**src/sv/mwc_pkg.sv**
```systemverilog
// Shared types and constants of the minimum window cover block.
// No dependencies; every other file of the block imports this package.
`default_nettype none

package mwc_pkg;

    localparam int ALPHABET_SIZE_DEF = 26;
    localparam int MAX_TEXT_DEF      = 1024;
    localparam int QUEUE_DEPTH       = 2;

    localparam int OP_W     = 2;
    localparam int SYMBOL_W = 5;
    localparam int START_W  = 10;
    localparam int LENGTH_W = 11;

    localparam logic [OP_W-1:0] OP_CLEAR   = 2'd0;
    localparam logic [OP_W-1:0] OP_PATTERN = 2'd1;
    localparam logic [OP_W-1:0] OP_TEXT    = 2'd2;

    typedef enum logic [1:0] {
        CMD_NOP,
        CMD_CLEAR,
        CMD_PAT,
        CMD_TEXT
    } t_kind;

    typedef struct packed {
        t_kind                kind;
        logic [SYMBOL_W-1:0]  symbol;
    } t_cmd;

    typedef struct packed {
        logic                 found;
        logic [START_W-1:0]   best_start;
        logic [LENGTH_W-1:0]  best_length;
        logic                 overflow;
    } t_result;

endpackage

`default_nettype wire

```
**src/sv/mwc_fifo.sv**
```systemverilog
// Small FIFO of flops: one beat in per cycle unless full, one out unless empty.
// Depends on mwc_pkg for its default depth; DEPTH must be a power of two.
`default_nettype none

module mwc_fifo #(
    parameter int WIDTH = 8,
    parameter int DEPTH = mwc_pkg::QUEUE_DEPTH
) (
    input  logic             i_clk,
    input  logic             i_rst_n,
    input  logic             i_push,
    input  logic [WIDTH-1:0] i_data,
    output logic             o_full,
    input  logic             i_pop,
    output logic             o_empty,
    output logic [WIDTH-1:0] o_data
);
    import mwc_pkg::*;

    localparam int PTR_W = (DEPTH > 1) ? $clog2(DEPTH) : 1;
    localparam int CNT_W = $clog2(DEPTH + 1);

    logic [WIDTH-1:0] r_mem [DEPTH];
    logic [PTR_W-1:0] r_wr_ptr;
    logic [PTR_W-1:0] r_rd_ptr;
    logic [CNT_W-1:0] r_count;
    logic             do_push;
    logic             do_pop;

    assign o_full  = (r_count == CNT_W'(DEPTH));
    assign o_empty = (r_count == '0);
    assign do_push = i_push && !o_full;
    assign do_pop  = i_pop && !o_empty;
    assign o_data  = r_mem[r_rd_ptr];

    always_ff @(posedge i_clk) begin
        if (!i_rst_n) begin
            r_wr_ptr <= '0;
            r_rd_ptr <= '0;
            r_count  <= '0;
        end else begin
            if (do_push) begin
                r_wr_ptr <= r_wr_ptr + 1'b1;
            end
            if (do_pop) begin
                r_rd_ptr <= r_rd_ptr + 1'b1;
            end
            if (do_push && !do_pop) begin
                r_count <= r_count + 1'b1;
            end else if (do_pop && !do_push) begin
                r_count <= r_count - 1'b1;
            end
        end
    end

    always_ff @(posedge i_clk) begin
        if (do_push) begin
            r_mem[r_wr_ptr] <= i_data;
        end
    end

endmodule

`default_nettype wire

```
**config.mk**
```make
export PLATFORM = sky130hd
export DESIGN_NAME = mwc_fifo
export DESIGN_NICKNAME = d
export VERILOG_FILES = /design/src/sv/mwc_pkg.sv /design/src/sv/mwc_fifo.sv
export SDC_FILE = /design/constraint.sdc
export NUM_CORES = 1
export LEC_CHECK = 0
export ABC_CLOCK_PERIOD_IN_PS = 1600
export BUFFER_PORTS_ARGS = -buffer_cell sky130_fd_sc_hd__buf_2
export CAP_MARGIN = 20
export CORE_ASPECT_RATIO = 1.4
export CORE_MARGIN = 2
export CORE_UTILIZATION = 35
export CTS_BUF_LIST = sky130_fd_sc_hd__clkbuf_4 sky130_fd_sc_hd__clkbuf_8
export CTS_CLUSTER_SIZE = 30
export DETAILED_ROUTE_END_ITERATION = 10
export GPL_TIMING_DRIVEN = 0
export SLEW_MARGIN = 25
export SYNTH_ARGS = -nofsm -noshare
export SYNTH_HDL_FRONTEND = slang
export SYNTH_SLANG_ARGS = --single-unit
```
**constraint.sdc**
```tcl
create_clock -name i_clk -period 1.6 [get_ports i_clk]
set_clock_uncertainty 0.1 [all_clocks]
set_input_delay 0.08 -clock i_clk [delete_from_list [all_inputs] [get_ports i_clk]]
set_output_delay 0.08 -clock i_clk [all_outputs]
set_load 0.1 [all_outputs]
```
==> results.yml, run 1 <==
worst_setup_path:
  path_buf_inv: 1
  path_depth: 3
  path_cells: "nand2b_4 -> clkinvlp_4 -> nor3_2"
  end_kind: "flip-flop"
  critPathMaxFanout: 9
  critical_path.top_delay_family: "simple AND/OR/NAND/NOR gates"
  crit_slowest_cell: "nor3_2"
  r2r_start: "r_count[0]"
  critical_path_required_ns: 1.43
  reg2regPathDepth: 3
  cp_slowest_stage_delay_ns: 0.56
  critPathArrivalTime_ns: 1.47
  start_kind: "flip-flop"
  startpoint: "r_count[0]"
  critical_path_class: "flip-flop to flip-flop"
synthesis:
  yosys-top-cells-area: "edfxtp_1 60%, dfxtp_1 12%, mux2_2 11%"
  synth_area_per_cell_um2: 15.75
  synth_area_leader_cell: "edfxtp_1"
  synth_top_area_share_pct: 59.81
  synth_cell_types: 16
  synth_area_um2: 803.3
  seq_area_frac_synth_pct: 72.27
  syn_nets: 64
  netlist_instances: 51
  ys_warn_count: 0
  synth_seq_cells: 21
sta:
  fin_crit_ns: 1.633
  hold_viol: 0
  maxSlewViolCount: 0
  setup_ws_ns: -0.03332
  setup_viol: 9
  min_period_over_period_pct: 102.1
  rsz0062_at_grt: "true"
  slew_headroom_pct: 52.16
  tightest_slew_ns: 0.7137
  max_freq_ghz: 0.6122
  final.setup.tns_ns: -0.2627
run_status:
  outcome: "complete, but fails checks"
  violations: "negative setup slack"
floorplan:
  die-area_um2: 2700
  io_pins: 22
  core_area_um2: 2177
  floorplan.rows: 20
  die_h_um: 60.69
  die_w_um: 44.49
  start_util_pct: 36.90
cells_and_area:
  diodes: 0
  final_area_um2: 1157
  syn2layout_area_growth_pct: 44.08
  nNetsFinal: 103
  drive_gt1_share_pct: 50.56
routing:
  first_pass_iters: 2
  drc_errors: 0
  detail_route.wl_per_cell_um: 11.79
  routed-via-count: 531
  ant_nets: 0
  wirelength_um: 1309
  dr.first_iter.drc_count: 8
  vias_per_cell: 4.784
global_route:
  antenna_found_initial: 0
  grt_pass1_wl_um: 1883
  grt_pass1_vias: 503
  grt_max_degree: 12
  grt.overflow.total: 0
  track_usage_pct: 9.902
clock_tree:
  clockBufferDepth: 2
  clk_pin_slew_ns: 0.11
  cts_buffers: 3
  clkSinkCount: 21
  cts_max_level: 1
  clkLatencyLatePin_ns: 0.29
  ctsRootBufferMaster: "clkbuf_4"
  cts_tree: "built"
placement:
  globalplace.congestion: 0.6127
  place_hpwl_um: 872.5
  port_buffers: 21
  place_area_um2: 948.4
hold_path:
  min-delay-path-class: "primary input to flip-flop"
  min_from: "i_push"
  worstHoldPathCells: 3
flow_run:
  max_cap_violations: 0
flip-flops by register name, indices dropped and copies added, names as in the netlist, named ones only:
register  cells
r_mem        16
r_rd_ptr      1
r_wr_ptr      1
r_count       2
kinds of logic (layout without fill, tap and decap cells):
family | Yosys count | in the layout | share of synthesized area [%]
fa+ha+maj | 1 | 1 | 1.557
simple gates | 9 | 9 | 5.921
xor+xnor | 3 | 3 | 3.272
mux | 8 | 8 | 11.22
compound gates | 5 | 5 | 3.738
flops | 21 | 21 | 72.27
buf+inv | 4 | 42 | 2.024
worst paths after layout:
check	to	slack (ns)
max	r_mem[0][0]	-0.03
min	r_wr_ptr	0.04
max reg2reg	r_mem[0][0]	-0.03
min reg2reg	r_rd_ptr	0.41
cell usage after synthesis:
| master | n |
|---|---|
| inv_1 | 3 |
| ha_1 | 1 |
| o21a_1 | 1 |
| buf_2 | 1 |
| or3_1 | 1 |
| mux2_2 | 8 |
| nand2b_1 | 1 |
| o21ai_0 | 2 |
| nor3_2 | 1 |
| edfxtp_1 | 16 |
| xor2_1 | 3 |
| nor2_1 | 5 |
| a21oi_1 | 1 |
| and3_1 | 1 |
| a21boi_0 | 1 |
| dfxtp_1 | 5 |
layout make-up:
class | count | area [um2]
fill | 196 | 1020
tap | 22 | 27.53
sequential | 21 | 585.6
multi-input combinational | 26 | 225.2
buffer | 1 | 7.507
timing repair buffer | 34 | 266.5
inverter | 3 | 15.01
clock buffer | 4 | 30.03
tightest hold or removal path: stages:
cell	delay [ns]
buf_2	0.09
a21boi_0	0.07
o21a_1	0.16
placed cells by master, fill, tap and decap left out, drive strengths merged:
cell type / netlist / routed
nand2b: 1 / 1
clkbuf: 0 / 5
a21boi: 1 / 1
clkinvlp: 0 / 1
dfxtp: 5 / 5
o21ai: 2 / 2
or3: 1 / 1
ha: 1 / 1
nor2: 5 / 5
inv: 3 / 2
xor2: 3 / 3
dlygate4sd3: 0 / 9
edfxtp: 16 / 16
buf: 1 / 25
and3: 1 / 1
o21a: 1 / 1
nor3: 1 / 1
mux2: 8 / 8
a21oi: 1 / 1
routing by layer:
metal | share of wire (%) | vias to the layer above | wire length, um | track usage [%]
met3 | 4.0 | 4 | 52 | 1.786
li1 | - | 261 | - | -
met1 | 37 | 250 | 478 | 8.935
met4 | 1.8 | 0 | 23 | 6.494
met2 | 58 | 16 | 754 | 19.25
met5 | 0 | - | 0 | 0
through the flow:
| step | std cells | setup WS (ns) | hold slack, ns | util, % |
|---|---|---|---|---|
| finish | 111 | -0.03332 | 0.04029 | 53.16 |
| global route | 111 | -0.1157 | 0.04668 | 53.16 |
| CTS | 111 | -0.04767 | 0.03632 | 51.21 |
| detailed placement | 94 | -0.07482 | 0.1717 | 43.56 |
| global placement | 94 | -0.05690 | 0.1700 | 43.56 |
| floorplan | 51 | -0.3999 | 0.07887 | - |
timing repair:
item / 4_1_cts / 5_1_grt
endpoints found under the hold margin: 21 / 0
buffers inserted: 4 / 0
hold buffers: 9 / 0
pin swaps: 4 / 3
gates resized for setup: 8 / 18
endpoints found under the setup margin: 17 / 18
Power of run 1 is not shown: default switching activity piles up to over one toggle a cycle in this logic, so the estimate is an artifact.
==> run 2: changes to the inputs <==
- HOLD_SLACK_MARGIN: not set -> 0.05
- SKIP_CTS_REPAIR_TIMING: not set -> 1
==> results.yml, run 2 (synthesized netlist as in run 1, its figures left out) <==
run_status:
  outcome: "complete, but fails checks"
  violations: "negative setup slack"
global_route:
  grt.overflow.total: 0
  antenna_found_initial: 0
  track_usage_pct: 8.979
  grt_pass1_vias: 448
  grt_max_degree: 12
  grt_pass1_wl_um: 1690
sta:
  slew_headroom_pct: 52.05
  max_freq_ghz: 0.6005
  min_period_over_period_pct: 104.1
  hold_viol: 0
  tightest_slew_ns: 0.7154
  fin_crit_ns: 1.665
  setup_ws_ns: -0.06536
  final.setup.tns_ns: -0.5004
  maxSlewViolCount: 0
  setup_viol: 9
  rsz0062_at_grt: "true"
clock_tree:
  clkLatencyLatePin_ns: 0.29
  cts_tree: "built"
  clk_pin_slew_ns: 0.10
  cts_max_level: 1
  clockBufferDepth: 2
  clkSinkCount: 21
  cts_buffers: 3
  ctsRootBufferMaster: "clkbuf_4"
flow_run:
  max_cap_violations: 0
cells_and_area:
  nNetsFinal: 101
  top_regs: "r_mem: 16 flops, r_count: 2 flops"
  syn2layout_area_growth_pct: 43.30
  layout_commonest_cell: "edfxtp_1"
  diodes: 0
  top_register: "r_mem"
  final_cell_mix: "16 x edfxtp_1, 12 x buf_2, 10 x dlygate4sd3_1"
  largest_reg_flops: 16
  drive_gt1_share_pct: 49.43
worst_setup_path:
  end_kind: "flip-flop"
  path_buf_inv: 1
  critical_path.top_delay_family: "simple AND/OR/NAND/NOR gates"
  r2r_end: "r_count[1]"
  critPathMaxFanout: 5
  r2r_start: "r_count[0]"
  critical_path_class: "flip-flop to flip-flop"
  start_kind: "flip-flop"
  reg2regPathDepth: 7
  crit_slowest_cell: "dfxtp_4"
  rrSetupSlack_ns: -0.07
  path_cells: "nand2b_4 -> clkinvlp_4 -> nor2_4 -> ha_2 -> xor2_1 -> or3_1 -> a21oi_2"
  critPathArrivalTime_ns: 1.80
  cp_slowest_stage_delay_ns: 0.39
  critical_path_required_ns: 1.73
routing:
  vias_per_cell: 4.780
  routed-via-count: 521
  ant_nets: 0
  first_pass_iters: 2
  dr.first_iter.drc_count: 4
  drc_errors: 0
  wirelength_um: 1324
  detail_route.wl_per_cell_um: 12.15
hold_path:
  min-delay-path-class: "primary input to flip-flop"
  hold_path_end: "r_rd_ptr"
  min_from: "i_pop"
  worstHoldPathCells: 4
placement:
  place_hpwl_um: 872.5
  port_buffers: 21
  globalplace.congestion: 0.6127
floorplan:
  core_area_um2: 2177
  die_h_um: 60.69
  floorplan.rows: 20
  die_w_um: 44.49
  io_pins: 22
  start_util_pct: 36.90
  die-area_um2: 2700
[run 2: how the worst max path moves through the flow]
| stage | to | depth (start not counted) | start |
|---|---|---|---|
| floorplan | r_count[1] | 7 | r_count[0] |
| global placement | r_mem[0][6] | 3 | r_count[0] |
| detailed placement | r_mem[0][6] | 3 | r_count[0] |
| CTS | r_mem[0][6] | 3 | r_count[0] |
| global route | r_count[1] | 7 | r_count[0] |
| finish | r_count[1] | 7 | r_count[0] |
[run 2: final cells by class]
class	count	area (um2)
timing repair buffer	32	257.7
sequential	21	585.6
buffer	1	7.507
fill	201	1026
multi-input combinational	26	227.7
inverter	3	15.01
tap	22	27.53
clock buffer	4	30.03
[run 2: metal layers]
layer  GRT usage (%)  vias to the layer above  part of all wire, %  wire (um)
met5               0                        -                    0          0
met4           6.494                        0                  1.7         23
met3           2.083                        4                  4.5         59
met2           16.98                       16                   57        750
met1           7.985                      246                   37        490
li1                -                      255                    -          -
[run 2: metrics by stage]
stage / cells / utilization [%] / hold WS [ns] / setup slack (ns) / cell area (um2)
after floorplan: 51 / - / 0.07887 / -0.3999 / 815.8
after global placement: 94 / 43.56 / 0.1700 / -0.05690 / 948.4
after detailed placement: 94 / 43.56 / 0.1717 / -0.07482 / 948.4
after CTS: 98 / 44.94 / -0.1424 / -0.08315 / 978.4
after global routing: 109 / 52.87 / 0.1607 / -0.1610 / 1151
final: 109 / 52.87 / 0.1335 / -0.06536 / 1151
[run 2: worst min-delay path, cell delays in order]
cell and delay, ns:
buf_2 0.07, o21ai_1 0.10, xor2_1 0.17, nor2_1 0.07
Power of run 2 is left out for the same reason.
==> run 3: changes to the inputs <==
- ABC_CLOCK_PERIOD_IN_PS: 1600 -> 1400
- clock period: 1.6 -> 1.4 ns (I/O delays scaled with it)
==> results.yml, run 3 (synthesized netlist as in run 1, its figures left out) <==
placement:
  place_hpwl_um: 872.5
  place_area_um2: 948.4
  port_buffers: 21
  globalplace.congestion: 0.6127
global_route:
  grt_max_degree: 12
  grt_pass1_wl_um: 1690
  track_usage_pct: 8.979
  antenna_found_initial: 0
  grt.overflow.total: 0
  grt_pass1_vias: 448
power:
  leakage_nw: 0.5357
  vdd.ir_drop.worst_mv: 1.597
  powerDensity_nw_per_um2: 2293
cells_and_area:
  diodes: 0
  layout_commonest_cell: "edfxtp_1"
  syn2layout_area_growth_pct: 65.89
  top_regs: "r_mem: 16 flops, r_count: 2 flops"
  largest_reg_flops: 16
  top_register: "r_mem"
  final_cell_mix: "16 x edfxtp_1, 11 x buf_2, 10 x dlygate4sd3_1, 10 x buf_12, 8 x mux2_4"
  nNetsFinal: 103
  final_area_um2: 1333
  drive_gt1_share_pct: 53.93
  final_util_pct: 61.21
  fillers: 181
worst_setup_path:
  crit_slowest_cell: "dfxtp_4"
  critical_path_class: "flip-flop to flip-flop"
  critical_path_required_ns: 1.53
  critPathArrivalTime_ns: 1.77
  start_kind: "flip-flop"
  end_kind: "flip-flop"
  cp_slowest_stage_delay_ns: 0.38
  critPathMaxFanout: 5
  path_cells: "o21ai_1 -> ha_4 -> or3_4 -> a21oi_2"
routing:
  vias_per_cell: 4.820
  first_pass_iters: 4
  detail_route.wl_per_cell_um: 13.34
  routed-via-count: 535
  wirelength_um: 1481
  drc_errors: 0
  ant_nets: 0
  dr.first_iter.drc_count: 7
floorplan:
  die_w_um: 44.49
  core_area_um2: 2177
  start_util_pct: 36.90
  floorplan.rows: 20
  die-area_um2: 2700
  die_h_um: 60.69
  io_pins: 22
flow_run:
  max_cap_violations: 0
sta:
  max_freq_ghz: 0.6110
  rsz0062_at_grt: "true"
  fin_crit_ns: 1.637
  setup_viol: 18
  tightest_slew_ns: 0.3769
  final.setup.tns_ns: -1.803
  min_period_over_period_pct: 116.9
  setup_ws_ns: -0.2367
  slew_headroom_pct: 74.71
  maxSlewViolCount: 0
  hold_viol: 0
clock_tree:
  ctsRootBufferMaster: "clkbuf_4"
  cts_buffers: 3
  clkLatencyLatePin_ns: 0.29
  clkSinkCount: 21
  cts_tree: "built"
  clk_pin_slew_ns: 0.10
  clockBufferDepth: 2
  cts_max_level: 1
hold_path:
  min-delay-path-class: "primary input to flip-flop"
run_status:
  outcome: "complete, but fails checks"
  violations: "negative setup slack"
-- run 3: critical path: cells and delay by family, from the launching register on --
kind	cells	cell delay [ns]
flops	1	0.38
fa+ha+maj	1	0.27
simple gates	1	0.38
compound gates	2	0.44
-- run 3: worst paths after layout --
path                                  from          to  slack (ns)  depth (start not counted)
worst max-delay path            r_count[0]  r_count[1]       -0.24                          4
worst min-delay path                 i_pop    r_rd_ptr        0.17                          4
worst max register to register  r_count[0]  r_count[1]       -0.24                          4
worst min register to register    r_rd_ptr    r_rd_ptr        0.41                          2
-- run 3: stage by stage --
stage                     hold WS (ns)  total power (W)  cells  setup slack, ns
final                           0.1723         0.003055    111          -0.2367
after global routing            0.1982         0.003165    111          -0.2913
after CTS                      -0.1524         0.002456     98          -0.2832
after detailed placement        0.1617         0.002161     94          -0.2748
after global placement          0.1600         0.002146     94          -0.2569
after floorplan                0.06887         0.001987     51          -0.5999
-- run 3: per-layer routing --
metal	share of wire [%]	vias to the layer above	track usage, %
met1	33	256	7.985
met3	4.5	4	2.083
met2	61	16	16.98
met4	1.6	0	6.494
li1	-	259	-
met5	0	-	0
-- run 3: cell type report --
cell class / instances / area (um2) / area share, %
Multi-Input combinational cell: 26 / 280.3 / 21.03
Clock buffer: 4 / 30.03 / 2.254
Inverter: 3 / 15.01 / 1.127
Sequential cell: 21 / 586.8 / 44.04
Tap cell: 22 / 27.53 / 2.066
Timing Repair Buffer: 34 / 377.9 / 28.36
Buffer: 1 / 15.01 / 1.127
-- run 3: report_power, final --
group	switching [W]	internal (W)
Combinational	0.00114	0.000742
Sequential	0.0000695	0.000807
Clock	0.000167	0.000130
Note: power is estimated with default switching activity, not from simulation.
