### src/sv/mwc_pkg.sv
// Shared types and constants of the minimum window cover block.
// No dependencies; every other file of the block imports this package.
`default_nettype none

package mwc_pkg;

    localparam int ALPHABET_SIZE_DEF = 26;
    localparam int MAX_TEXT_DEF      = 1024;
    localparam int QUEUE_DEPTH       = 2;

    localparam int OP_W     = 2;
    localparam int SYMBOL_W = 5;
    localparam int START_W  = 10;
    localparam int LENGTH_W = 11;

    localparam logic [OP_W-1:0] OP_CLEAR   = 2'd0;
    localparam logic [OP_W-1:0] OP_PATTERN = 2'd1;
    localparam logic [OP_W-1:0] OP_TEXT    = 2'd2;

    typedef enum logic [1:0] {
        CMD_NOP,
        CMD_CLEAR,
        CMD_PAT,
        CMD_TEXT
    } t_kind;

    typedef struct packed {
        t_kind                kind;
        logic [SYMBOL_W-1:0]  symbol;
    } t_cmd;

    typedef struct packed {
        logic                 found;
        logic [START_W-1:0]   best_start;
        logic [LENGTH_W-1:0]  best_length;
        logic                 overflow;
    } t_result;

endpackage

`default_nettype wire

### src/sv/mwc_fifo.sv
// Small FIFO of flops: one beat in per cycle unless full, one out unless empty.
// Depends on mwc_pkg for its default depth; DEPTH must be a power of two.
`default_nettype none

module mwc_fifo #(
    parameter int WIDTH = 8,
    parameter int DEPTH = mwc_pkg::QUEUE_DEPTH
) (
    input  logic             i_clk,
    input  logic             i_rst_n,
    input  logic             i_push,
    input  logic [WIDTH-1:0] i_data,
    output logic             o_full,
    input  logic             i_pop,
    output logic             o_empty,
    output logic [WIDTH-1:0] o_data
);
    import mwc_pkg::*;

    localparam int PTR_W = (DEPTH > 1) ? $clog2(DEPTH) : 1;
    localparam int CNT_W = $clog2(DEPTH + 1);

    logic [WIDTH-1:0] r_mem [DEPTH];
    logic [PTR_W-1:0] r_wr_ptr;
    logic [PTR_W-1:0] r_rd_ptr;
    logic [CNT_W-1:0] r_count;
    logic             do_push;
    logic             do_pop;

    assign o_full  = (r_count == CNT_W'(DEPTH));
    assign o_empty = (r_count == '0);
    assign do_push = i_push && !o_full;
    assign do_pop  = i_pop && !o_empty;
    assign o_data  = r_mem[r_rd_ptr];

    always_ff @(posedge i_clk) begin
        if (!i_rst_n) begin
            r_wr_ptr <= '0;
            r_rd_ptr <= '0;
            r_count  <= '0;
        end else begin
            if (do_push) begin
                r_wr_ptr <= r_wr_ptr + 1'b1;
            end
            if (do_pop) begin
                r_rd_ptr <= r_rd_ptr + 1'b1;
            end
            if (do_push && !do_pop) begin
                r_count <= r_count + 1'b1;
            end else if (do_pop && !do_push) begin
                r_count <= r_count - 1'b1;
            end
        end
    end

    always_ff @(posedge i_clk) begin
        if (do_push) begin
            r_mem[r_wr_ptr] <= i_data;
        end
    end

endmodule

`default_nettype wire

### src/sv/mwc_front.sv
// Front end: takes input beats, sorts them into commands and queues them.
// Depends on mwc_pkg and mwc_fifo.
`default_nettype none

module mwc_front #(
    parameter int ALPHABET_SIZE = mwc_pkg::ALPHABET_SIZE_DEF
) (
    input  logic                          i_clk,
    input  logic                          i_rst_n,
    input  logic                          i_push,
    input  logic [mwc_pkg::OP_W-1:0]      i_op,
    input  logic [mwc_pkg::SYMBOL_W-1:0]  i_symbol,
    output logic                          o_full,
    input  logic                          i_pop,
    output logic                          o_empty,
    output mwc_pkg::t_cmd                 o_cmd
);
    import mwc_pkg::*;

    t_cmd cmd_in;
    logic sym_ok;

    assign sym_ok = (32'(i_symbol) < 32'(ALPHABET_SIZE));

    always_comb begin
        cmd_in.symbol = i_symbol;
        case (i_op)
            OP_CLEAR:   cmd_in.kind = CMD_CLEAR;
            OP_PATTERN: cmd_in.kind = sym_ok ? CMD_PAT : CMD_NOP;
            OP_TEXT:    cmd_in.kind = sym_ok ? CMD_TEXT : CMD_NOP;
            default:    cmd_in.kind = CMD_NOP;
        endcase
    end

    mwc_fifo #(
        .WIDTH ($bits(t_cmd)),
        .DEPTH (QUEUE_DEPTH)
    ) u_cmd_queue (
        .i_clk   (i_clk),
        .i_rst_n (i_rst_n),
        .i_push  (i_push),
        .i_data  (cmd_in),
        .o_full  (o_full),
        .i_pop   (i_pop),
        .o_empty (o_empty),
        .o_data  (o_cmd)
    );

endmodule

`default_nettype wire

### config.mk
export PLATFORM = sky130hd
export DESIGN_NAME = mwc_front
export DESIGN_NICKNAME = d
export VERILOG_FILES = /design/src/sv/mwc_pkg.sv /design/src/sv/mwc_fifo.sv /design/src/sv/mwc_front.sv
export SDC_FILE = /design/constraint.sdc
export NUM_CORES = 1
export LEC_CHECK = 0
export BUFFER_PORTS_ARGS = -buffer_cell sky130_fd_sc_hd__clkbuf_2
export CORE_MARGIN = 5
export CORE_UTILIZATION = 47
export CTS_CLUSTER_SIZE = 20
export DETAILED_ROUTE_END_ITERATION = 10
export PLACE_DENSITY_LB_ADDON = 0.05
export SYNTH_ARGS = -nofsm -noshare
export SYNTH_HDL_FRONTEND = slang
export SYNTH_SLANG_ARGS = --single-unit
export TNS_END_PERCENT = 30
### constraint.sdc
create_clock -name i_clk -period 1.8 [get_ports i_clk]
set_input_delay 0 -clock i_clk [delete_from_list [all_inputs] [get_ports i_clk]]
set_output_delay 0 -clock i_clk [all_outputs]
set_load 0.05 [all_outputs]
==> metrics.txt, run 1 <==
hold path cells 2; number of standard cells after synthesis 51; data arrival time of the critical path 1.79 ns; n_diodes 0; clock edge transition at the registers on the reported setup and hold paths 0.11 ns; global route overflow 0; Final Max Tran Viols 0; Setup TNS 0 ns; Layout area overhead 26.8%; CORE AREA 1520 um^2; area occupied by multi-input gates 233 um^2; overall routing resource usage 10.2%; Post-Syn Area 766 um^2; DRC violations left 0; post-synthesis register bit count 19; Detailed Routing Iterations Pass 1 4; die span in x 50.4 um; kind of capture point of the worst setup path flop; Site Rows 14; Reg area 520 um^2; pin count of the biggest net entering global routing 12; area leader, netlist sky130_fd_sc_hd__edfxtp_1; initial core utilization 50.2%; fillcell total 118; max frequency 642 MHz; worst hold path endpoint u_cmd_queue.r_mem[1][5]$_DFFE_PP_; worst hold path class input pin to flop; CTS tree built; via/cell ratio 4.92; Worst setup SP type flop; required time reported for the critical path endpoint 2.03 ns; number of antenna violations at the first check in global routing 0; register-to-register path setup slack 0.24 ns; H-tree levels 1; final weighted congestion of routability-driven global placement 0.714; final count of negative-setup-slack endpoints 0; sequential cell area fraction in the yosys report 68.0%; wire length of the first global-routing pass 2020 um; clock skew 0.00779 ns; worst-case reg-to-reg path depth 6; final worst path period share 86.5%; final WL 1190 um; post-cts repair resize count 0; Die H 50.4 um; leak pwr 0.000402 uW; fraction of layout cells with a size suffix above 1 41.3%; master cell of the clock root buffer sky130_fd_sc_hd__clkbuf_4; routed length per placed instance 12.4 um; number of buffer cells added on primary ports 19; area share of the largest cell type after synthesis 54.9%; number of nets produced by synthesis 63; Power Density 1510 nW/um^2; Layout Cell Area excl Fill 971 um^2; post-layout net count 93; beginning of the worst hold path i_op[0]; # IOs 20; Post-Syn Area per Cell 15.0 um^2; number of max-cap violations 0; overall die area 2540 um^2; type of the worst setup path flop to flop; slew at the pin with the worst max-slew slack 0.343 ns; terminus of the critical flop-to-flop path u_cmd_queue.r_count[1]$_SDFFE_PN0P_; worst skew pair latency 0.29 ns; result of the run complete, no violations; final number of hold-violating endpoints 0; RSZ-0062 raised after global routing false; yosys synthesis warning count 0; via count of the first global-routing pass 482; number of clock sinks 19; tightest slew margin relative to the limit 77.1%; post-route antenna net violation count 0; highest ir drop seen on vdd 809 uV; maximum fanout count along the critical path 5; startpoint of the worst register-to-register path u_cmd_queue.r_count[0]$_SDFFE_PN0P_; Period minus WS final 1.56 ns; detailed router's first-iteration violation count 5; via count 472; HPWL after detailed placement 850 um; synth unique cells 22; Inserted Clock Buffers 3; maximum number of buffers from clock root to sink 2; cell types occupying the most area after synthesis sky130_fd_sc_hd__edfxtp_1 (55%), sky130_fd_sc_hd__dfxtp_1 (13%), sky130_fd_sc_hd__mux2_2 (10%); instance area after placement 883 um^2
-- cells in the final DEF (no fill, tap or decap) --
| cell type | n |
|---|---|
| sky130_fd_sc_hd__o211a_1 | 1 |
| sky130_fd_sc_hd__inv_2 | 1 |
| sky130_fd_sc_hd__dlygate4sd3_1 | 6 |
| sky130_fd_sc_hd__o21ai_0 | 1 |
| sky130_fd_sc_hd__o21a_1 | 1 |
| sky130_fd_sc_hd__nor2_1 | 3 |
| sky130_fd_sc_hd__edfxtp_1 | 14 |
| sky130_fd_sc_hd__inv_1 | 1 |
| sky130_fd_sc_hd__clkinv_2 | 1 |
| sky130_fd_sc_hd__o21ai_1 | 1 |
| sky130_fd_sc_hd__a21oi_1 | 1 |
| sky130_fd_sc_hd__dfxtp_1 | 5 |
| sky130_fd_sc_hd__ha_1 | 1 |
| sky130_fd_sc_hd__xor2_1 | 1 |
| sky130_fd_sc_hd__a21boi_0 | 1 |
| sky130_fd_sc_hd__nand2b_1 | 1 |
| sky130_fd_sc_hd__or3_1 | 1 |
| sky130_fd_sc_hd__buf_4 | 1 |
| sky130_fd_sc_hd__clkbuf_4 | 3 |
| sky130_fd_sc_hd__mux2_2 | 7 |
| sky130_fd_sc_hd__a21boi_1 | 1 |
| sky130_fd_sc_hd__clkbuf_2 | 19 |
| sky130_fd_sc_hd__and2_1 | 3 |
| sky130_fd_sc_hd__and3_1 | 1 |
| sky130_fd_sc_hd__nor3_2 | 1 |
| sky130_fd_sc_hd__xnor2_1 | 3 |
-- layer usage --
layer / vias to the layer above / GRT usage, % / share of wire [%]
li1: 244 / - / -
met1: 213 / 13.3 / 48
met2: 15 / 16.3 / 46
met3: 0 / 2.66 / 6.0
met4: 0 / 3.83 / 0
met5: - / 0 / 0
-- cells by family after synthesis --
kind of cell | synth area share (%)
compound gates | 6.21
xor+xnor | 4.58
fa+ha+maj | 1.63
buf+inv | 1.63
flops | 68.0
mux | 10.3
simple gates | 7.68
-- cells in the mapped netlist, drive strengths merged --
| master | number |
|---|---|
| a21boi | 2 |
| a21oi | 1 |
| and2 | 3 |
| and3 | 1 |
| buf | 1 |
| dfxtp | 5 |
| edfxtp | 14 |
| ha | 1 |
| inv | 2 |
| mux2 | 7 |
| nand2b | 1 |
| nor2 | 3 |
| nor3 | 1 |
| o211a | 1 |
| o21a | 1 |
| o21ai | 2 |
| or3 | 1 |
| xnor2 | 3 |
| xor2 | 1 |
-- stage by stage --
stage	instances	hold WS, ns	total power [uW]	util (%)	setup WS [ns]
2_1_floorplan	51	0.0989	1130	-	0.171
3_3_place_gp	86	0.194	1260	58.0	0.301
3_5_place_dp	86	0.194	1270	58.0	0.243
4_1_cts	96	0.00474	1490	63.7	0.229
5_1_grt	96	0.00585	1550	63.7	0.0831
6_report	96	0.0109	1470	63.7	0.243
-- critical path, cell delays in order (launching register included) --
cell	delay (ns)
sky130_fd_sc_hd__dfxtp_1	0.42
sky130_fd_sc_hd__nand2b_1	0.17
sky130_fd_sc_hd__inv_2	0.06
sky130_fd_sc_hd__nor2_1	0.09
sky130_fd_sc_hd__ha_1	0.27
sky130_fd_sc_hd__or3_1	0.35
sky130_fd_sc_hd__a21boi_1	0.14
-- state kept, by name, summed over array words and instances (netlist names), named ones only --
register and flops:
u_cmd_queue.r_wr_ptr 1, u_cmd_queue.r_mem 14, u_cmd_queue.r_count 2, u_cmd_queue.r_rd_ptr 1
-- timing repair --
item	4_1_cts	5_1_grt
endpoints found under the hold margin	15	0
hold buffers	6	0
buffers inserted	0	0
setup endpoints to repair	0	0
-- where the power goes --
| part | internal, uW | switching, uW | total [uW] |
|---|---|---|---|
| logic | 216 | 423 | 639 |
| registers | 562 | 58.4 | 620 |
| clock network | 82.6 | 126 | 208 |
| total | 861 | 607 | 1470 |
-- worst max-delay path by stage --
stage | start | endpoint | slack [ns] | cells past startpoint
after detailed placement | u_cmd_queue.r_count[0]$_SDFFE_PN0P_ | u_cmd_queue.r_count[1]$_SDFFE_PN0P_ | 0.24 | 6
after global routing | u_cmd_queue.r_count[0]$_SDFFE_PN0P_ | u_cmd_queue.r_count[1]$_SDFFE_PN0P_ | 0.08 | 6
after floorplan | u_cmd_queue.r_count[0]$_SDFFE_PN0P_ | u_cmd_queue.r_count[1]$_SDFFE_PN0P_ | 0.17 | 6
after global placement | u_cmd_queue.r_count[0]$_SDFFE_PN0P_ | u_cmd_queue.r_count[1]$_SDFFE_PN0P_ | 0.30 | 6
after CTS | u_cmd_queue.r_count[0]$_SDFFE_PN0P_ | u_cmd_queue.r_count[1]$_SDFFE_PN0P_ | 0.23 | 6
final | u_cmd_queue.r_count[0]$_SDFFE_PN0P_ | u_cmd_queue.r_count[1]$_SDFFE_PN0P_ | 0.24 | 6
-- layout make-up --
cell class,count,area share [%]
well taps,16,2.06
clock buffers,3,2.32
clock inverters,1,0.515
multi-input cells,29,24.0
inverters,2,0.773
repair buffers,26,16.8
flip-flops and latches,19,53.6
Power figures use the tool's default switching activity.
==> run 2, diff against run 1 <==
Settings changed: SYNTH_HIERARCHICAL set to 1.
==> metrics.txt, run 2 <==
result of the run complete, no violations; Post-Syn Area 769 um^2 (+0.49%); commonest cells after routing, fill and taps aside sky130_fd_sc_hd__clkbuf_2 (19), sky130_fd_sc_hd__edfxtp_1 (14), sky130_fd_sc_hd__mux2_2 (7); most common library cells after synthesis sky130_fd_sc_hd__edfxtp_1 (14), sky130_fd_sc_hd__mux2_2 (7), sky130_fd_sc_hd__dfxtp_1 (5); overall die area 2550 um^2 (+0.38%); n_diodes 0 (unchanged); tightest slew margin relative to the limit 78.7% (+1.6 points); Site Rows 14 (unchanged); final worst path period share 86.1% (-0.44 points); Post-CTS Setup Bufs 0 (unchanged); hold buffers post-CTS 6 (unchanged); max FFs per register 14 (unchanged); maximum number of buffers from clock root to sink 2 (unchanged); dominant synthesized flop cell sky130_fd_sc_hd__edfxtp_1; post-layout net count 93 (unchanged); # IOs 20 (unchanged); largest register by flop count u_cmd_queue/r_mem; via count 472 (unchanged); wire length of the first global-routing pass 2040 um (+0.69%); number of nets produced by synthesis 63 (unchanged); CTS tree built; kind of capture point of the worst setup path flop; worst hold path class input pin to flop; pin count of the biggest net entering global routing 12 (unchanged); clock skew 0.00569 ns (-0.00210 ns); routed length per placed instance 12.6 um (+1.5%); data arrival time of the critical path 1.78 ns (about the same); area leader, netlist sky130_fd_sc_hd__edfxtp_1; DRC violations left 0 (unchanged); Layout area overhead 26.7%; clock share of power 14.0% (-0.2 points); number of clock sinks 19 (unchanged); fillcell total 119 (+0.85%); number of enable flip-flop cells after synthesis 14 (unchanged); worst skew pair latency 0.29 ns (about the same); final WL 1210 um (+1.5%); final weighted congestion of routability-driven global placement 0.717 (+0.36%); via count of the first global-routing pass 470 (-2.5%); clock edge transition at the registers on the reported setup and hold paths 0.10 ns (about the same); Post-Syn Area per Cell 15.1 um^2 (+0.49%); global route overflow 0 (unchanged); CORE AREA 1520 um^2 (unchanged); proportion of total power due to net switching 41.3% (-0.094 points); final number of hold-violating endpoints 0 (unchanged); fraction of layout cells with a size suffix above 1 42.5% (+1.3 points); required time reported for the critical path endpoint 2.03 ns (about the same); post-synthesis register bit count 19 (unchanged); max frequency 645 MHz (+0.51%); NetSw 605 uW (-0.43%); number of max-cap violations 0 (unchanged); share of total power in sequential cells 42.5% (+0.2 points); Die H 50.5 um (+0.19%); maximum fanout count along the critical path 5 (unchanged); master cell of the clock root buffer sky130_fd_sc_hd__clkbuf_4; number of standard cells after synthesis 51 (unchanged); die span in x 50.5 um (+0.19%); Setup TNS 0 ns (unchanged); synth unique cells 22 (unchanged); sequential cell area fraction in the yosys report 67.6% (-0.33 points); leak pwr 0.000402 uW (about the same); worst-case reg-to-reg path depth 6 (unchanged); number of buffer cells added on primary ports 19 (unchanged); type of the worst setup path flop to flop; cell internal power dissipation 860 uW (about the same); yosys synthesis warning count 6 (+6); HPWL after detailed placement 824 um (-3.1%); Detailed Routing Iterations Pass 1 3 (-1); top flop regs u_cmd_queue/r_mem (14), u_cmd_queue/r_count (2); slew at the pin with the worst max-slew slack 0.319 ns (-0.0236 ns); number of antenna violations at the first check in global routing 0 (unchanged); via/cell ratio 4.92 (unchanged); Async S/R FF share, synth 0% (unchanged); leading cell type by number of instances after synthesis sky130_fd_sc_hd__edfxtp_1; highest ir drop seen on vdd 899 uV (+11%); initial core utilization 50.5% (+0.25 points); hold path cells 2 (unchanged); part of the power in combinational logic 43.5% (about the same); RSZ-0062 raised after global routing false; post-route antenna net violation count 0 (unchanged); Inserted Clock Buffers 3 (unchanged); post-cts repair resize count 0 (unchanged); worst hold-check slack 0.0137 ns (+0.00279 ns); area share of the largest cell type after synthesis 54.6% (-0.27 points); H-tree levels 1 (unchanged); final count of negative-setup-slack endpoints 0 (unchanged); Final Max Tran Viols 0 (unchanged); Power Density 1500 nW/um^2 (-0.59%); Worst setup SP type flop; cell types occupying the most area after synthesis sky130_fd_sc_hd__edfxtp_1 (55%), sky130_fd_sc_hd__dfxtp_1 (13%), sky130_fd_sc_hd__mux2_2 (10%); most common library cell in the layout ignoring fill and taps sky130_fd_sc_hd__clkbuf_2; overall routing resource usage 10.8% (+0.55 points); Period minus WS final 1.55 ns (-0.00786 ns); detailed router's first-iteration violation count 2 (-3)
## run 2: cell counts after synthesis
Identical to the previous run, type by type.
## run 2: metal layers
layer	track usage, %	part of all wire [%]	vias to the layer above
met5	0	0	-
met4	6.38	0	0
met3	3.25	6.1	0
met2	15.7	48	13
met1	13.9	46	211
li1	-	-	248
## run 2: area by class of cell
class | instances | area (um^2) | share of cell area [%]
clock buffers | 3 | 22.5 | 2.31
clock inverters | 1 | 5.00 | 0.513
inverters | 2 | 7.51 | 0.770
multi-input cells | 29 | 236 | 24.3
flip-flops and latches | 19 | 520 | 53.4
well taps | 16 | 20.0 | 2.05
repair buffers | 26 | 163 | 16.7
## run 2: path summary, 6_finish.rpt
kind                                       start                                   to  slack [ns]
max          u_cmd_queue/r_count[0]$_SDFFE_PN0P_  u_cmd_queue/r_count[1]$_SDFFE_PN0P_        0.25
min reg2reg  u_cmd_queue/r_count[1]$_SDFFE_PN0P_  u_cmd_queue/r_count[1]$_SDFFE_PN0P_        0.54
max reg2reg  u_cmd_queue/r_count[0]$_SDFFE_PN0P_  u_cmd_queue/r_count[1]$_SDFFE_PN0P_        0.25
min                                      i_op[0]    u_cmd_queue/r_mem[0][5]$_DFFE_PP_        0.01
## run 2: metrics by stage
stage	util, %	power, uW	cell area, um^2	setup slack (ns)	instances
2_1_floorplan	-	1130	769	0.151	51
3_3_place_gp	58.2	1260	887	0.291	86
6_report	64.0	1470	975	0.251	96
3_5_place_dp	58.2	1260	887	0.259	86
5_1_grt	64.0	1560	975	0.146	96
4_1_cts	64.0	1490	975	0.240	96
## run 2: cell families (layout without fill, tap and decap cells)
logic type               after synthesis  after routing  synth area share, %
buffers and inverters                  3             32                 1.62
AND/OR/NAND/NOR                       10             10                 7.64
adder cells (fa/ha/maj)                1              1                 1.63
XOR/XNOR                               4              4                 4.55
AO/OA/AOI/OAI                          7              7                 6.67
multiplexers                           7              7                 10.2
flip-flops                            19             19                 67.6
## run 2: critical path, stage by stage (launching register included)
cell,delay [ns]
sky130_fd_sc_hd__dfxtp_1,0.42
sky130_fd_sc_hd__nand2b_1,0.17
sky130_fd_sc_hd__inv_2,0.06
sky130_fd_sc_hd__nor2_1,0.09
sky130_fd_sc_hd__ha_1,0.26
sky130_fd_sc_hd__or3_1,0.35
sky130_fd_sc_hd__a21boi_1,0.13
## run 2: power by group through the flow
stage / logic, uW / registers (uW) / clock network, uW
floorplan: 530 / 603 / 0
global placement: 629 / 630 / 0
detailed placement: 633 / 632 / 0
CTS: 645 / 623 / 218
global route: 683 / 637 / 235
finish: 637 / 622 / 205
==> run 3, diff against run 2 <==
Settings changed: CORE_MARGIN 5 to unset, REMOVE_ABC_BUFFERS set to 1.
==> metrics.txt, run 3 (synthesis gave the netlist of run 2 again) <==
Layout area overhead 27.8%; overall die area 1800 um^2 (-29%); Site Rows 14 (unchanged); detailed router's first-iteration violation count 2 (unchanged); post-layout net count 94 (+1.1%); area occupied by multi-input gates 236 um^2 (unchanged); via count of the first global-routing pass 433 (-7.9%); worst hold-check slack 0.0253 ns (+0.0116 ns); critical-path cell with the highest stage delay sky130_fd_sc_hd__dfxtp_1; commonest cells after routing, fill and taps aside sky130_fd_sc_hd__clkbuf_2 (19), sky130_fd_sc_hd__edfxtp_1 (14), sky130_fd_sc_hd__dlygate4sd3_1 (7), sky130_fd_sc_hd__mux2_2 (7), sky130_fd_sc_hd__dfxtp_1 (5); highest ir drop seen on vdd 715 uV (-20%); top flop regs u_cmd_queue/r_mem (14), u_cmd_queue/r_count (2); Layout Cell Area excl Fill 983 um^2 (+0.90%); maximum number of buffers from clock root to sink 2 (unchanged); final WL 1130 um (-6.3%); leak pwr 0.000404 uW (+0.36%); wire length of the first global-routing pass 1840 um (-9.5%); final design utilization 64.5% (+0.57 points); number of buffer cells added on primary ports 19 (unchanged); final count of negative-setup-slack endpoints 0 (unchanged); RSZ-0062 raised after global routing false; max frequency 639 MHz (-1.0%); largest register by flop count u_cmd_queue/r_mem; max FFs per register 14 (unchanged); data arrival time of the critical path 1.79 ns (about the same); worst-case reg-to-reg path depth 6 (unchanged); fillcell total 126 (+5.9%); initial core utilization 50.5% (unchanged); Post-CTS Setup Bufs 0 (unchanged); required time reported for the critical path endpoint 2.03 ns (about the same); hold path cells 2 (unchanged); Period minus WS final 1.57 ns (+0.0156 ns); master cell of the clock root buffer sky130_fd_sc_hd__clkbuf_4; worst skew pair latency 0.29 ns (about the same); DRC violations left 0 (unchanged); worst hold path class input pin to flop; type of the worst setup path flop to flop; global route overflow 0 (unchanged); Reg area 520 um^2 (unchanged); final weighted congestion of routability-driven global placement 0.705 (-1.6%); post-route antenna net violation count 0 (unchanged); final worst path period share 86.9% (+0.87 points); die span in x 42.5 um (-16%); slew at the pin with the worst max-slew slack 0.331 ns (+0.0121 ns); overall power of the completed layout 1470 uW (about the same); clock skew 0.00255 ns (-0.00314 ns); HPWL after detailed placement 786 um (-4.6%); Final Max Tran Viols 0 (unchanged); hold buffers post-CTS 6 (unchanged); Inserted Clock Buffers 3 (unchanged); final number of hold-violating endpoints 0 (unchanged); Detailed Routing Iterations Pass 1 2 (-1); n_diodes 0 (unchanged); Die H 42.5 um (-16%); overall routing resource usage 14.2% (+3.4 points); number of antenna violations at the first check in global routing 0 (unchanged); worst-path cell chain nand2b_1, inv_2, nor2_1, ha_1, or3_1, a21boi_1; tightest slew margin relative to the limit 77.9% (-0.81 points); fraction of layout cells with a size suffix above 1 40.7% (-1.8 points); number of max-cap violations 0 (unchanged); number of clock sinks 19 (unchanged); via/cell ratio 5.04 (+2.5%); CORE AREA 1520 um^2 (unchanged); H-tree levels 1 (unchanged); # IOs 20 (unchanged); slowest stage delay, CP 0.42 ns (about the same); Setup TNS 0 ns (unchanged); maximum fanout count along the critical path 5 (unchanged); Power Density 1490 nW/um^2 (-0.83%); kind of capture point of the worst setup path flop; via count 489 (+3.6%); routed length per placed instance 11.6 um (-7.3%); most common library cell in the layout ignoring fill and taps sky130_fd_sc_hd__clkbuf_2; pin count of the biggest net entering global routing 11 (-1); clock edge transition at the registers on the reported setup and hold paths 0.10 ns (about the same); post-cts repair resize count 0 (unchanged); CTS tree built; instance area after placement 887 um^2 (unchanged); Worst setup SP type flop; result of the run complete, no violations
run 3: cell count changes in the layout (fill, tap and decap cells not counted):
cell and change:
sky130_fd_sc_hd__dlygate4sd3_1 +1, sky130_fd_sc_hd__clkinv_2 -1, sky130_fd_sc_hd__clkbuf_1 +1
run 3: worst max-delay path, delay by kind of cell (launching register included):
family | cells | cell delay (ns)
and+or+nand+nor | 3 | 0.61
DFF | 1 | 0.42
adders and majority gates | 1 | 0.27
buffers and inverters | 1 | 0.06
AOI/OAI and AO/OA | 1 | 0.13
run 3: worst paths after layout:
check	to	from	slack, ns
worst max register to register	u_cmd_queue/r_count[1]$_SDFFE_PN0P_	u_cmd_queue/r_count[0]$_SDFFE_PN0P_	0.23
worst min-delay path	u_cmd_queue/r_mem[0][5]$_DFFE_PP_	i_op[1]	0.03
worst min register to register	u_cmd_queue/r_count[1]$_SDFFE_PN0P_	u_cmd_queue/r_count[1]$_SDFFE_PN0P_	0.54
worst max-delay path	u_cmd_queue/r_count[1]$_SDFFE_PN0P_	u_cmd_queue/r_count[0]$_SDFFE_PN0P_	0.23
run 3: report_power, final:
group	total (uW)	switching [uW]	internal, uW	leakage, uW
sequential	621	58.8	562	0.000172
clock	208	122	86.1	0.0000150
combinational	637	420	217	0.000217
run 3: stage by stage:
stage	setup WS, ns	cells
floorplan	0.151	50
global placement	0.288	86
detailed placement	0.250	86
CTS	0.225	96
global route	0.114	97
finish	0.235	97
run 3: layout make-up:
type	count	area share, %
clock buffers	4	2.67
flip-flops and latches	19	52.9
multi-input cells	29	24.0
well taps	16	2.04
inverters	2	0.763
repair buffers	27	17.6
run 3: metal layers:
layer	vias up	track usage, %	share of wire (%)
met1	231	18.4	45
met2	12	22.2	50
met3	0	5.60	4.3
li1	246	-	-
met4	0	3.75	0
met5	-	0	0
